[src/design/rle_pkg.sv]
package rle_pkg;

   localparam int MAX_LITERAL_DEF = 32;
   localparam int COUNT_W         = 32;
   localparam int LEN_W           = 31;
   localparam logic [LEN_W-1:0] REPEAT_MAX = {LEN_W{1'b1}};

   typedef enum logic [1:0] {
      KIND_REPEAT   = 2'd0,
      KIND_LIT_HEAD = 2'd1,
      KIND_LIT_DATA = 2'd2
   } kind_type;

   typedef struct packed {
      kind_type                   record_kind;
      logic signed [COUNT_W-1:0]  run_count;
      logic [7:0]                 out_byte;
   } rec_type;

endpackage

[src/design/rle_req_if.sv]
interface rle_req_if;
   logic       valid;
   logic       ready;
   logic [7:0] data_byte;
   logic       final_byte;

   modport source (output valid, output data_byte, output final_byte, input ready);
   modport sink   (input valid, input data_byte, input final_byte, output ready);
endinterface

[src/design/rle_rsp_if.sv]
interface rle_rsp_if;
   logic                valid;
   logic                ready;
   logic [1:0]          record_kind;
   logic signed [31:0]  run_count;
   logic [7:0]          out_byte;
   logic                group_last;
   logic                stream_end;

   modport source (output valid, output record_kind, output run_count, output out_byte,
                   output group_last, output stream_end, input ready);
   modport sink   (input valid, input record_kind, input run_count, input out_byte,
                   input group_last, input stream_end, output ready);
endinterface

[src/design/rle_literal_repeat_encoder.sv]
// Sequence: after the accepting edge a word passes through step, then saturate (or close
//   plus update) when a run is open, finish, close and flush check on a final word, and
//   done, with literal header and literal data states per literal word; repeat words are emitted by saturate or close.
//   Its last output word is on rsp the cycle after done while rsp stays ready.
// Flow: a new input word is taken only after the last one reaches done; req is ready
//   only in idle. Reset: synchronous, active high; clears the sequencer, run state and
//   output valid flags. The literal memory is not cleared; only entries below the fill are read.
module rle_literal_repeat_encoder #(
   parameter int MAX_LITERAL = rle_pkg::MAX_LITERAL_DEF
) (
   input logic   clock,
   input logic   reset,
   rle_req_if.sink   req_chan,
   rle_rsp_if.source rsp_chan
);

   localparam int AW = $clog2(MAX_LITERAL);
   localparam int FW = $clog2(MAX_LITERAL + 1);

   typedef enum logic [9:0] {
      ST_IDLE   = 10'b00_0000_0001,
      ST_STEP   = 10'b00_0000_0010,
      ST_HEAD   = 10'b00_0000_0100,
      ST_DATA   = 10'b00_0000_1000,
      ST_SAT    = 10'b00_0001_0000,
      ST_CLOSE  = 10'b00_0010_0000,
      ST_UPD    = 10'b00_0100_0000,
      ST_FIN    = 10'b00_1000_0000,
      ST_FLUSHF = 10'b01_0000_0000,
      ST_DONE   = 10'b10_0000_0000
   } state_type;

   typedef struct packed {
      rle_pkg::rec_type rec;
      logic             group_last;
      logic             stream_end;
   } out_rec_type;

   state_type                   state_ff, state_in;
   state_type                   ret_ff, ret_in;
   logic [7:0]                  prev_ff, prev_in;
   logic                        have_ff, have_in;
   logic [rle_pkg::LEN_W-1:0]   len_ff, len_in;
   logic [FW-1:0]               fill_ff, fill_in;
   logic [AW-1:0]               idx_ff, idx_in;
   logic [7:0]                  b_ff, b_in;
   logic                        fin_ff, fin_in;
   logic                        hold_valid_ff, hold_valid_in;
   rle_pkg::rec_type            hold_rec_ff, hold_rec_in;
   logic                        out_valid_ff, out_valid_in;
   out_rec_type                 out_rec_ff, out_rec_in;

   logic                        emit_req;
   rle_pkg::rec_type            emit_rec;
   logic                        out_free;
   logic                        hold_move;
   logic                        can_emit;
   logic                        emit_go;
   logic                        wr_en;
   logic [AW-1:0]               wr_addr;
   logic [7:0]                  rd_data;
   logic [FW-1:0]               fill_inc;

   rle_lit_buf #(
      .MAX_LITERAL (MAX_LITERAL)
   ) u_lit_buf (
      .clock   (clock),
      .wr_en   (wr_en),
      .wr_addr (wr_addr),
      .wr_data (prev_ff),
      .rd_addr (idx_in),
      .rd_data (rd_data)
   );

   assign fill_inc = fill_ff + FW'(1);
   assign wr_addr  = fill_ff[AW-1:0];

   // record the current state wants to produce
   always_comb begin
      emit_req = 1'b0;
      emit_rec = '0;
      case (state_ff)
         ST_HEAD: begin
            emit_req             = 1'b1;
            emit_rec.record_kind = rle_pkg::KIND_LIT_HEAD;
            emit_rec.run_count   = $signed(32'd0 - 32'(fill_ff));
         end
         ST_DATA: begin
            emit_req             = 1'b1;
            emit_rec.record_kind = rle_pkg::KIND_LIT_DATA;
            emit_rec.out_byte    = rd_data;
         end
         ST_SAT, ST_CLOSE: begin
            emit_req             = (state_ff == ST_SAT) ? (len_ff == rle_pkg::REPEAT_MAX)
                                                        : (len_ff > rle_pkg::LEN_W'(1));
            emit_rec.record_kind = rle_pkg::KIND_REPEAT;
            emit_rec.run_count   = $signed({1'b0, len_ff});
            emit_rec.out_byte    = prev_ff;
         end
         default: begin
            emit_req = 1'b0;
         end
      endcase
   end

   // hold stage keeps one record until it is known whether it ends the word
   assign out_free  = !out_valid_ff || rsp_chan.ready;
   assign hold_move = hold_valid_ff && out_free && (emit_req || state_ff == ST_DONE);
   assign can_emit  = !hold_valid_ff || hold_move;
   assign emit_go   = emit_req && can_emit;

   assign req_chan.ready = (state_ff == ST_IDLE);

   always_comb begin
      state_in      = state_ff;
      ret_in        = ret_ff;
      prev_in       = prev_ff;
      have_in       = have_ff;
      len_in        = len_ff;
      fill_in       = fill_ff;
      idx_in        = idx_ff;
      b_in          = b_ff;
      fin_in        = fin_ff;
      hold_valid_in = hold_valid_ff;
      hold_rec_in   = hold_rec_ff;
      out_valid_in  = out_valid_ff;
      out_rec_in    = out_rec_ff;
      wr_en         = 1'b0;

      if (out_valid_ff && rsp_chan.ready) begin
         out_valid_in = 1'b0;
      end
      if (hold_move) begin
         out_valid_in          = 1'b1;
         out_rec_in.rec        = hold_rec_ff;
         out_rec_in.group_last = (state_ff == ST_DONE);
         out_rec_in.stream_end = (state_ff == ST_DONE) && fin_ff;
         hold_valid_in         = 1'b0;
      end
      if (emit_go) begin
         hold_valid_in = 1'b1;
         hold_rec_in   = emit_rec;
      end

      case (state_ff)
         ST_IDLE: begin
            if (req_chan.valid) begin
               b_in     = req_chan.data_byte;
               fin_in   = req_chan.final_byte;
               state_in = ST_STEP;
            end
         end
         ST_STEP: begin
            if (!have_ff) begin
               prev_in  = b_ff;
               len_in   = rle_pkg::LEN_W'(1);
               have_in  = 1'b1;
               state_in = ST_FIN;
            end else if (b_ff == prev_ff) begin
               ret_in   = ST_SAT;
               state_in = (fill_ff != '0) ? ST_HEAD : ST_SAT;
            end else begin
               ret_in   = ST_UPD;
               state_in = ST_CLOSE;
            end
         end
         ST_HEAD: begin
            if (emit_go) begin
               idx_in   = '0;
               state_in = ST_DATA;
            end
         end
         ST_DATA: begin
            if (emit_go) begin
               if (FW'(idx_ff) + FW'(1) == fill_ff) begin
                  idx_in   = '0;
                  fill_in  = '0;
                  state_in = ret_ff;
               end else begin
                  idx_in = idx_ff + AW'(1);
               end
            end
         end
         ST_SAT: begin
            if (emit_req) begin
               if (emit_go) begin
                  len_in   = rle_pkg::LEN_W'(1);
                  state_in = ST_FIN;
               end
            end else begin
               len_in   = len_ff + rle_pkg::LEN_W'(1);
               state_in = ST_FIN;
            end
         end
         ST_CLOSE: begin
            if (emit_req) begin
               if (emit_go) begin
                  state_in = ret_ff;
               end
            end else begin
               // single byte joins the literal buffer, flush when it fills
               wr_en    = 1'b1;
               fill_in  = fill_inc;
               state_in = (fill_inc == FW'(MAX_LITERAL)) ? ST_HEAD : ret_ff;
            end
         end
         ST_UPD: begin
            prev_in  = b_ff;
            len_in   = rle_pkg::LEN_W'(1);
            state_in = ST_FIN;
         end
         ST_FIN: begin
            if (fin_ff) begin
               ret_in   = ST_FLUSHF;
               state_in = ST_CLOSE;
            end else begin
               state_in = ST_DONE;
            end
         end
         ST_FLUSHF: begin
            ret_in   = ST_DONE;
            state_in = (fill_ff != '0) ? ST_HEAD : ST_DONE;
         end
         ST_DONE: begin
            if (!hold_valid_ff || hold_move) begin
               if (fin_ff) begin
                  prev_in = '0;
                  have_in = 1'b0;
                  len_in  = rle_pkg::LEN_W'(1);
               end
               state_in = ST_IDLE;
            end
         end
         default: begin
            state_in = ST_IDLE;
         end
      endcase
   end

   always_ff @(posedge clock) begin
      if (reset) begin
         state_ff      <= ST_IDLE;
         ret_ff        <= ST_DONE;
         prev_ff       <= '0;
         have_ff       <= 1'b0;
         len_ff        <= rle_pkg::LEN_W'(1);
         fill_ff       <= '0;
         idx_ff        <= '0;
         hold_valid_ff <= 1'b0;
         out_valid_ff  <= 1'b0;
      end else begin
         state_ff      <= state_in;
         ret_ff        <= ret_in;
         prev_ff       <= prev_in;
         have_ff       <= have_in;
         len_ff        <= len_in;
         fill_ff       <= fill_in;
         idx_ff        <= idx_in;
         hold_valid_ff <= hold_valid_in;
         out_valid_ff  <= out_valid_in;
      end
      b_ff        <= b_in;
      fin_ff      <= fin_in;
      hold_rec_ff <= hold_rec_in;
      out_rec_ff  <= out_rec_in;
   end

   assign rsp_chan.valid       = out_valid_ff;
   assign rsp_chan.record_kind = out_rec_ff.rec.record_kind;
   assign rsp_chan.run_count   = out_rec_ff.rec.run_count;
   assign rsp_chan.out_byte    = out_rec_ff.rec.out_byte;
   assign rsp_chan.group_last  = out_rec_ff.group_last;
   assign rsp_chan.stream_end  = out_rec_ff.stream_end;

`ifndef SYNTHESIS
   a_idle_hold_empty: assert property (@(posedge clock) disable iff (reset)
      state_ff == ST_IDLE |-> !hold_valid_ff)
      else $error("record left in hold stage at idle");

   a_fill_bound: assert property (@(posedge clock) disable iff (reset)
      fill_ff <= FW'(MAX_LITERAL))
      else $error("literal fill beyond buffer size");

   a_end_is_last: assert property (@(posedge clock) disable iff (reset)
      out_valid_ff && out_rec_ff.stream_end |-> out_rec_ff.group_last)
      else $error("stream end without group last");

   a_msg_end_clears: assert property (@(posedge clock) disable iff (reset)
      state_ff == ST_DONE && fin_ff && state_in == ST_IDLE |=> !have_ff && fill_ff == '0)
      else $error("run state not cleared after message end");
`endif

endmodule

[src/design/rle_lit_buf.sv]
module rle_lit_buf #(
   parameter int MAX_LITERAL = rle_pkg::MAX_LITERAL_DEF,
   localparam int AW = $clog2(MAX_LITERAL)
) (
   input  logic          clock,
   input  logic          wr_en,
   input  logic [AW-1:0] wr_addr,
   input  logic [7:0]    wr_data,
   input  logic [AW-1:0] rd_addr,
   output logic [7:0]    rd_data
);

   logic [7:0] store_ff [MAX_LITERAL];
   logic [7:0] rd_data_ff;

   always_ff @(posedge clock) begin
      if (wr_en) begin
         store_ff[wr_addr] <= wr_data;
      end
      rd_data_ff <= store_ff[rd_addr];
   end

   assign rd_data = rd_data_ff;

endmodule
[src/flat_wrapper.sv]
// flat-port wrapper written by rule: the top's interface ports become plain ports
module rle_literal_repeat_encoder_flat 
#(
   parameter int MAX_LITERAL = rle_pkg::MAX_LITERAL_DEF
)
  (clock, reset, req_chan_valid, req_chan_data_byte, req_chan_final_byte, req_chan_ready, rsp_chan_valid, rsp_chan_record_kind, rsp_chan_run_count, rsp_chan_out_byte, rsp_chan_group_last, rsp_chan_stream_end, rsp_chan_ready);
  rle_req_if req_chan_i ();
  rle_rsp_if rsp_chan_i ();
  input logic clock;
  input logic reset;
  input wire logic [$bits(req_chan_i.valid)-1:0] req_chan_valid;
  input wire logic [$bits(req_chan_i.data_byte)-1:0] req_chan_data_byte;
  input wire logic [$bits(req_chan_i.final_byte)-1:0] req_chan_final_byte;
  output wire logic [$bits(req_chan_i.ready)-1:0] req_chan_ready;
  output wire logic [$bits(rsp_chan_i.valid)-1:0] rsp_chan_valid;
  output wire logic [$bits(rsp_chan_i.record_kind)-1:0] rsp_chan_record_kind;
  output wire logic [$bits(rsp_chan_i.run_count)-1:0] rsp_chan_run_count;
  output wire logic [$bits(rsp_chan_i.out_byte)-1:0] rsp_chan_out_byte;
  output wire logic [$bits(rsp_chan_i.group_last)-1:0] rsp_chan_group_last;
  output wire logic [$bits(rsp_chan_i.stream_end)-1:0] rsp_chan_stream_end;
  input wire logic [$bits(rsp_chan_i.ready)-1:0] rsp_chan_ready;
  assign req_chan_i.valid = req_chan_valid;
  assign req_chan_i.data_byte = req_chan_data_byte;
  assign req_chan_i.final_byte = req_chan_final_byte;
  assign req_chan_ready = req_chan_i.ready;
  assign rsp_chan_valid = rsp_chan_i.valid;
  assign rsp_chan_record_kind = rsp_chan_i.record_kind;
  assign rsp_chan_run_count = rsp_chan_i.run_count;
  assign rsp_chan_out_byte = rsp_chan_i.out_byte;
  assign rsp_chan_group_last = rsp_chan_i.group_last;
  assign rsp_chan_stream_end = rsp_chan_i.stream_end;
  assign rsp_chan_i.ready = rsp_chan_ready;
  rle_literal_repeat_encoder #(.MAX_LITERAL(MAX_LITERAL)) u_core (.clock(clock), .reset(reset), .req_chan(req_chan_i), .rsp_chan(rsp_chan_i));
endmodule
[config.mk]
export PLATFORM = sky130hd
export DESIGN_NAME = rle_literal_repeat_encoder_flat
export DESIGN_NICKNAME = d
export VERILOG_FILES = /design/src/design/rle_pkg.sv /design/src/design/rle_req_if.sv /design/src/design/rle_rsp_if.sv /design/src/design/rle_literal_repeat_encoder.sv /design/src/design/rle_lit_buf.sv /design/src/flat_wrapper.sv
export SDC_FILE = /design/constraint.sdc
export NUM_CORES = 1
export LEC_CHECK = 0
export BUFFER_PORTS_ARGS = -buffer_cell sky130_fd_sc_hd__buf_4
export CAP_MARGIN = 25
export CELL_PAD_IN_SITES_DETAIL_PLACEMENT = 0
export CELL_PAD_IN_SITES_GLOBAL_PLACEMENT = 2
export CORE_AREA = 2 2 266 268
export DETAILED_ROUTE_END_ITERATION = 6
export DIE_AREA = 0 0 268 270
export PLACE_DENSITY_LB_ADDON = 0.08
export SETUP_SLACK_MARGIN = 0.5
export SLEW_MARGIN = 20
export SYNTH_ARGS = -nofsm -noshare
export SYNTH_HDL_FRONTEND = slang
export SYNTH_HIERARCHICAL = 1
export SYNTH_SLANG_ARGS = --single-unit
[constraint.sdc]
create_clock -name clock -period 10.1 [get_ports clock]
set_input_delay 2.02 -clock clock [delete_from_list [all_inputs] [get_ports clock]]
set_output_delay 2.02 -clock clock [all_outputs]
set_load 0.01 [all_outputs]
; Word-level counts from Yosys, hierarchy flattened
; Memories as Yosys holds them, arrays and structs flattened. A register that Yosys moved wholly into a read port is not among the register bits.
; Index checks and enable logic that the tools add are counted.
[op_classes]
n_addsub = 5
n_lt_le_gt_ge = 1
eq_ne = 26
mux = 54
n_reduce_logical = 27
[op_table]
columns = op, n
row1 = $mux 10, 16
row2 = $mux 31, 5
row3 = $pmux 31 s4, 1
row4 = $pmux 10 s10, 1
row5 = $pmux 32 s2, 1
row6 = $add 31x1->31 const B, 1
row7 = $eq 31x31->1 const B, 1
row8 = $gt 31x1->1 const B, 1
row9 = $pmux 10 s3, 1
row10 = $mux 8, 3
row11 = $pmux 8 s3, 1
row12 = $mux 5, 4
row13 = $mux 6, 3
row14 = $pmux 8 s2, 1
row15 = $ne 2x1->1 const B, 7
row16 = $pmux 6 s2, 1
row17 = $mux 1, 11
row18 = $eq 10x1->1 const B, 1
row19 = $eq 10x10->1 const B, 1
row20 = $eq 10x2->1 const B, 1
row21 = $eq 10x3->1 const B, 1
row22 = $eq 10x4->1 const B, 1
row23 = $eq 10x5->1 const B, 1
row24 = $eq 10x6->1 const B, 1
row25 = other kinds (29), 47
[totals]
ff_bits = 168
ram_bits = 256
input_bits = 13
elab_cells = 133
n_memories = 1
[memory_table]
columns = memory, words, width, read_ports, rd_clocked_by_memory_dff, write_ports, line
row1 = u_core.u_lit_buf.store_ff, 32, 8, 1, 1, 1, rle_lit_buf.sv:13  ; logic [7:0] store_ff [MAX_LITERAL];

; Depth between registers and ports, before layout
[depth]
depth_word = 10
depth_mapped = 13
depth_no_buf = 11

; Hierarchy
; The synthesis kept the hierarchy.
[modules_own_cells]
columns = module, instances, cells_each, area_per_inst_um2
row1 = rle_lit_buf, 1, 417, 10053.4
row2 = rle_literal_repeat_encoder, 1, 665, 7215.7

; Worst setup path after synthesis
; No wires, ideal clock.
[synth_timing]
kind = input port to flip-flop
start = in rsp_chan_ready
end = reg u_core.u_lit_buf.rd_data_ff[0], in the netlist u_core/u_lit_buf/rd_data[0] (read register of u_core.u_lit_buf.store_ff)
setup_time_ns = 0.121
arrival_ns = 4.529
setup_slack_ns = 5.451
stages = 10
cell_sequence = nor2b_1 nand2_1 nand2_1 or3_1 nand2_1 clkbuf_1 clkbuf_1 mux4_2 mux4_2 mux2_2
[synth_between]
elab_chain_cells = 7
elab_cells_between_ends = 8
[synth_lines]
columns = element, line
row1 = from (decl), flat_wrapper.sv:21  ; input wire logic [$bits(rsp_chan_i.ready)-1:0] rsp_chan_ready;
row2 = $logic_or 1x1->1 *, rle_literal_repeat_encoder.sv:107  ; assign out_free = !out_valid_ff || rsp_chan.ready;
row3 = $logic_and 1x1->1 * (2 in a row), rle_literal_repeat_encoder.sv:108  ; assign hold_move = hold_valid_ff && out_free && (emit_req || state_ff == ST_DONE);
row4 = $logic_or 1x1->1 *, rle_literal_repeat_encoder.sv:109  ; assign can_emit = !hold_valid_ff || hold_move;
row5 = $logic_and 1x1->1 *, rle_literal_repeat_encoder.sv:110  ; assign emit_go = emit_req && can_emit;
row6 = $mux 5 (on tied branches), "rle_literal_repeat_encoder.sv:174, rle_literal_repeat_encoder.sv:168"
row7 = $pmux 5 s2 *, rle_literal_repeat_encoder.sv:145  ; case (state_ff)
row8 = via u_core.idx_in[2], rle_literal_repeat_encoder.sv:45  ; logic [AW-1:0] idx_ff, idx_in;
row9 = to (decl), rle_lit_buf.sv:14  ; logic [7:0] rd_data_ff;
; Mark *: on every way through the listed nets, which the timed path passes. The rest lies on a longest branch.
; A chain may end at the register's enable or synchronous reset.

; Worst setup path after layout
; Ends and elaborated chain as after synthesis.

==> summary.txt <==
Clocking
  • Clock-pin slew of the registers on the worst-case setup and hold paths: approximately 0.060 ns
  • CTS tree: yes
  • CTS root buf: clkbuf_16
  • Clock Latency Late Sink: 0.60 ns
  • Sink Count: 426
  • Post-CTS sizing: 0
  • H-tree depth: 2
  • Clock buffer count from CTS: 50
  • CTS Hold Bufs: 0
  • Number of setup buffers added after CTS: 0
  • Worst-case clock buffer depth: 3

Synth
  • Synthesized instance count: 1082
  • Post-Syn Nets: 1100
  • Asr flop ratio synth: 0
  • Cell Area, Synth: roughly 0.017 mm^2
  • Sequential area share after synthesis: 0.6973
  • Netlist cell types: 68
  • Synth Flop Type: edfxtp_1
  • Number of flops mapped to enable cells by yosys: 351
  • Syn avg cell area: 15.96 um^2
  • Seq cells post-synth: approximately 430
  • Yosys warns: 6

Floorplanning
  • Die Area: 0.07236 mm^2
  • Core ar.: 0.06954 mm^2
  • Chip Height: 270 um
  • Num ports: 59
  • Chip width: 268 um
  • Placement Rows: 97
  • Starting density of the core: 0.2483

Pwr
  • P per Cell Area: just under 200 mW/mm^2
  • Leakage: 6.736 nW
  • Post-layout power: 3.976 mW
  • Worst-case vdd ir drop: between 100 and 150 uV

Timing
  • Clock skew: between 0.02 and 0.03 ns
  • RSZ-0062 raised after global routing: no
  • Worst Slack Setup Final: between 4 and 5 ns
  • Slew Viols, Final: 0
  • Least-Margin Pin Slew: 1.051 ns
  • Tmin final: 5.386 ns
  • Headroom to the max-slew limit: 0.2993
  • Hold_ws: 0.4166 ns
  • FMAX: 0.1857 GHz
  • Final hold vios: 0
  • Final period utilization: 0.5333
  • Final setup viols: 0
  • Setup_tns: 0 ns

Placed design
  • Final GP Congestion: 0.7019
  • Dpl hpwl: slightly below 30000 um
  • Setup WS pre-CTS: 3.943 ns
  • PortBufs: just under 60

Job
  • # Max-Cap Violations: 0

Worst setup path
  • Slowest stage delay, CP: around 0.81 ns
  • WS Path Type: input port to flop
  • CP max FO: 43
  • Most frequent cell on the critical path: nand2_1
  • Critical Path Sink Type: flop
  • Crit-path slowest cell: buf_4
  • Worst-path cell chain: buf_4, nor2b_1, nand2_1, nand2_1, nand2_1, nand2_4, buf_4, mux4_2, mux4_2, mux2_2
  • Arrival time worst endpoint: 5.88 ns
  • CP required: about 11 ns
  • CP Launch Type: input port
  • Critical path buffer and inverter count: 2
  • Crit-path leading delay family: simple AND/OR/NAND/NOR gates

Global routing
  • GRT Util Overall: 0.1335
  • First-pass GRT wire length: 70480 um
  • Most Crowded Layer GR: met2
  • Initial antenna violation count: 1
  • Overflow after GRT: 0
  • Met2 Use GR: 0.2112
  • Largest net degree at the start of global routing: 65
  • Via count of the first global-routing pass: 9941
  • Grt met3 use: 0.02617
  • GR Util met1: 0.1874

Drt
  • DRT Pass-1 Iters: 4
  • Via count: 9710
  • WL/cell: 22.25 um
  • DRT antenna net count: 0
  • WL final: approximately 48000 um
  • Drt initial violations: 762
  • Via density: 4.487
  • Number of remaining DRC errors: 0

Worst hold path
  • Hold crit path type: flop to flop

Cells and area
  • Layout area overhead: 19.86%
  • Most frequent cells in the layout: edfxtp_1, buf_4, nor2_1
  • Most common cell after layout, fill and taps aside: edfxtp_1
  • Nets@finish: 1201
  • Share of layout cells above drive strength 1: 0.2453

Run status
  • Status: complete, no violations
[final timing paths]
check                                         from  slack [ns]  cells after the start                                 endpoint
setup / recovery                    rsp_chan_ready        4.71                     10      u_core/u_lit_buf/rd_data[0]$_DFF_P_
hold / removal    u_core/hold_rec_ff[20]$_DFFE_PP_        0.42                      0  u_core/rsp_chan.run_count[12]$_DFFE_PP_
setup reg to reg   u_core/state_ff[0]$_SDFFE_PP1P_        5.06                     12      u_core/u_lit_buf/rd_data[0]$_DFF_P_
hold reg to reg   u_core/hold_rec_ff[20]$_DFFE_PP_        0.42                      0  u_core/rsp_chan.run_count[12]$_DFFE_PP_
[where the power goes]
group / internal, mW / switching [mW] / leakage, nW
logic: 0.0522 / 0.117 / 2.10
clock network: 1.11 / 0.747 / 0.816
registers: 1.94 / 0.0197 / 3.82
[layout make-up]
type	instances	area (um^2)
fill	6868	48840
clock inverter	32	366.6
sequential	426	12040
inverter	13	48.80
timing repair buffer	110	825.8
antenna	1	2.502
clock buffer	60	1310
multi-input combinational	582	4927
tap	940	1176
[stage by stage]
stage            util  area [um^2]  instances
2_1_floorplan       -        17270       1082
3_3_place_gp   0.2735        19020       2071
3_5_place_dp   0.2735        19020       2071
4_1_cts        0.2976        20700       2163
5_1_grt        0.2976        20700       2163
6_report       0.2976        20700       2164
[sequential cells by signal, indices dropped and copies added, names as in the netlist]
name,count
u_core/len_ff,31
u_core/rsp_chan.record_kind,2
u_core/prev_ff,8
u_core/idx_ff,5
u_core/rsp_chan.stream_end,1
u_core/state_ff,10
u_core/rsp_chan.valid,1
u_core/rsp_chan.run_count,32
u_core/rsp_chan.out_byte,8
u_core/have_ff,1
u_core/fin_ff,1
u_core/u_lit_buf/rd_data,8
u_core/rsp_chan.group_last,1
u_core/b_ff,8
u_core/ret_ff,4
u_core/hold_valid_ff,1
u_core/u_lit_buf/store_ff,256
u_core/fill_ff,6
u_core/hold_rec_ff,42
[synth_stat cells, drive strengths merged, types with 11 or more instances]
cell type  instances  share of area
xnor2             17         0.0086
mux4              80           0.10
a21o              27          0.012
dfxtp             75          0.087
a22o              14         0.0071
a211oi            13         0.0057
a21oi             46          0.013
nor4              12         0.0056
and3              11         0.0040
clkbuf            34         0.0074
a31oi             11         0.0049
nand3b            15         0.0065
nand4             11         0.0043
o21ai             32         0.0093
or3               12         0.0043
nor3              14         0.0041
inv               13         0.0028
edfxtp           351           0.61
buf               27         0.0097
nor2              99          0.022
nand3             27         0.0078
nand2             41         0.0089
[layer usage]
metal	up-vias	part of all wire
li1	4479	-
met1	5019	0.48
met2	159	0.47
met3	53	0.040
met4	0	0.017
met5	-	0
[cell families (layout without fill, tap and decap cells)]
group                    after synthesis  after routing  synth area share
flip-flops                           426            426            0.6973
AND/OR/NAND/NOR                      287            287           0.08767
AO/OA/AOI/OAI                        181            181           0.07129
multiplexers                          88             88            0.1095
buffers and inverters                 74            215           0.01992
XOR/XNOR                              21             21           0.01065
adder cells (fa/ha/maj)                5              5          0.003623
other                                  0              1                 0
No activity file was read; power rests on OpenSTA's default activity.
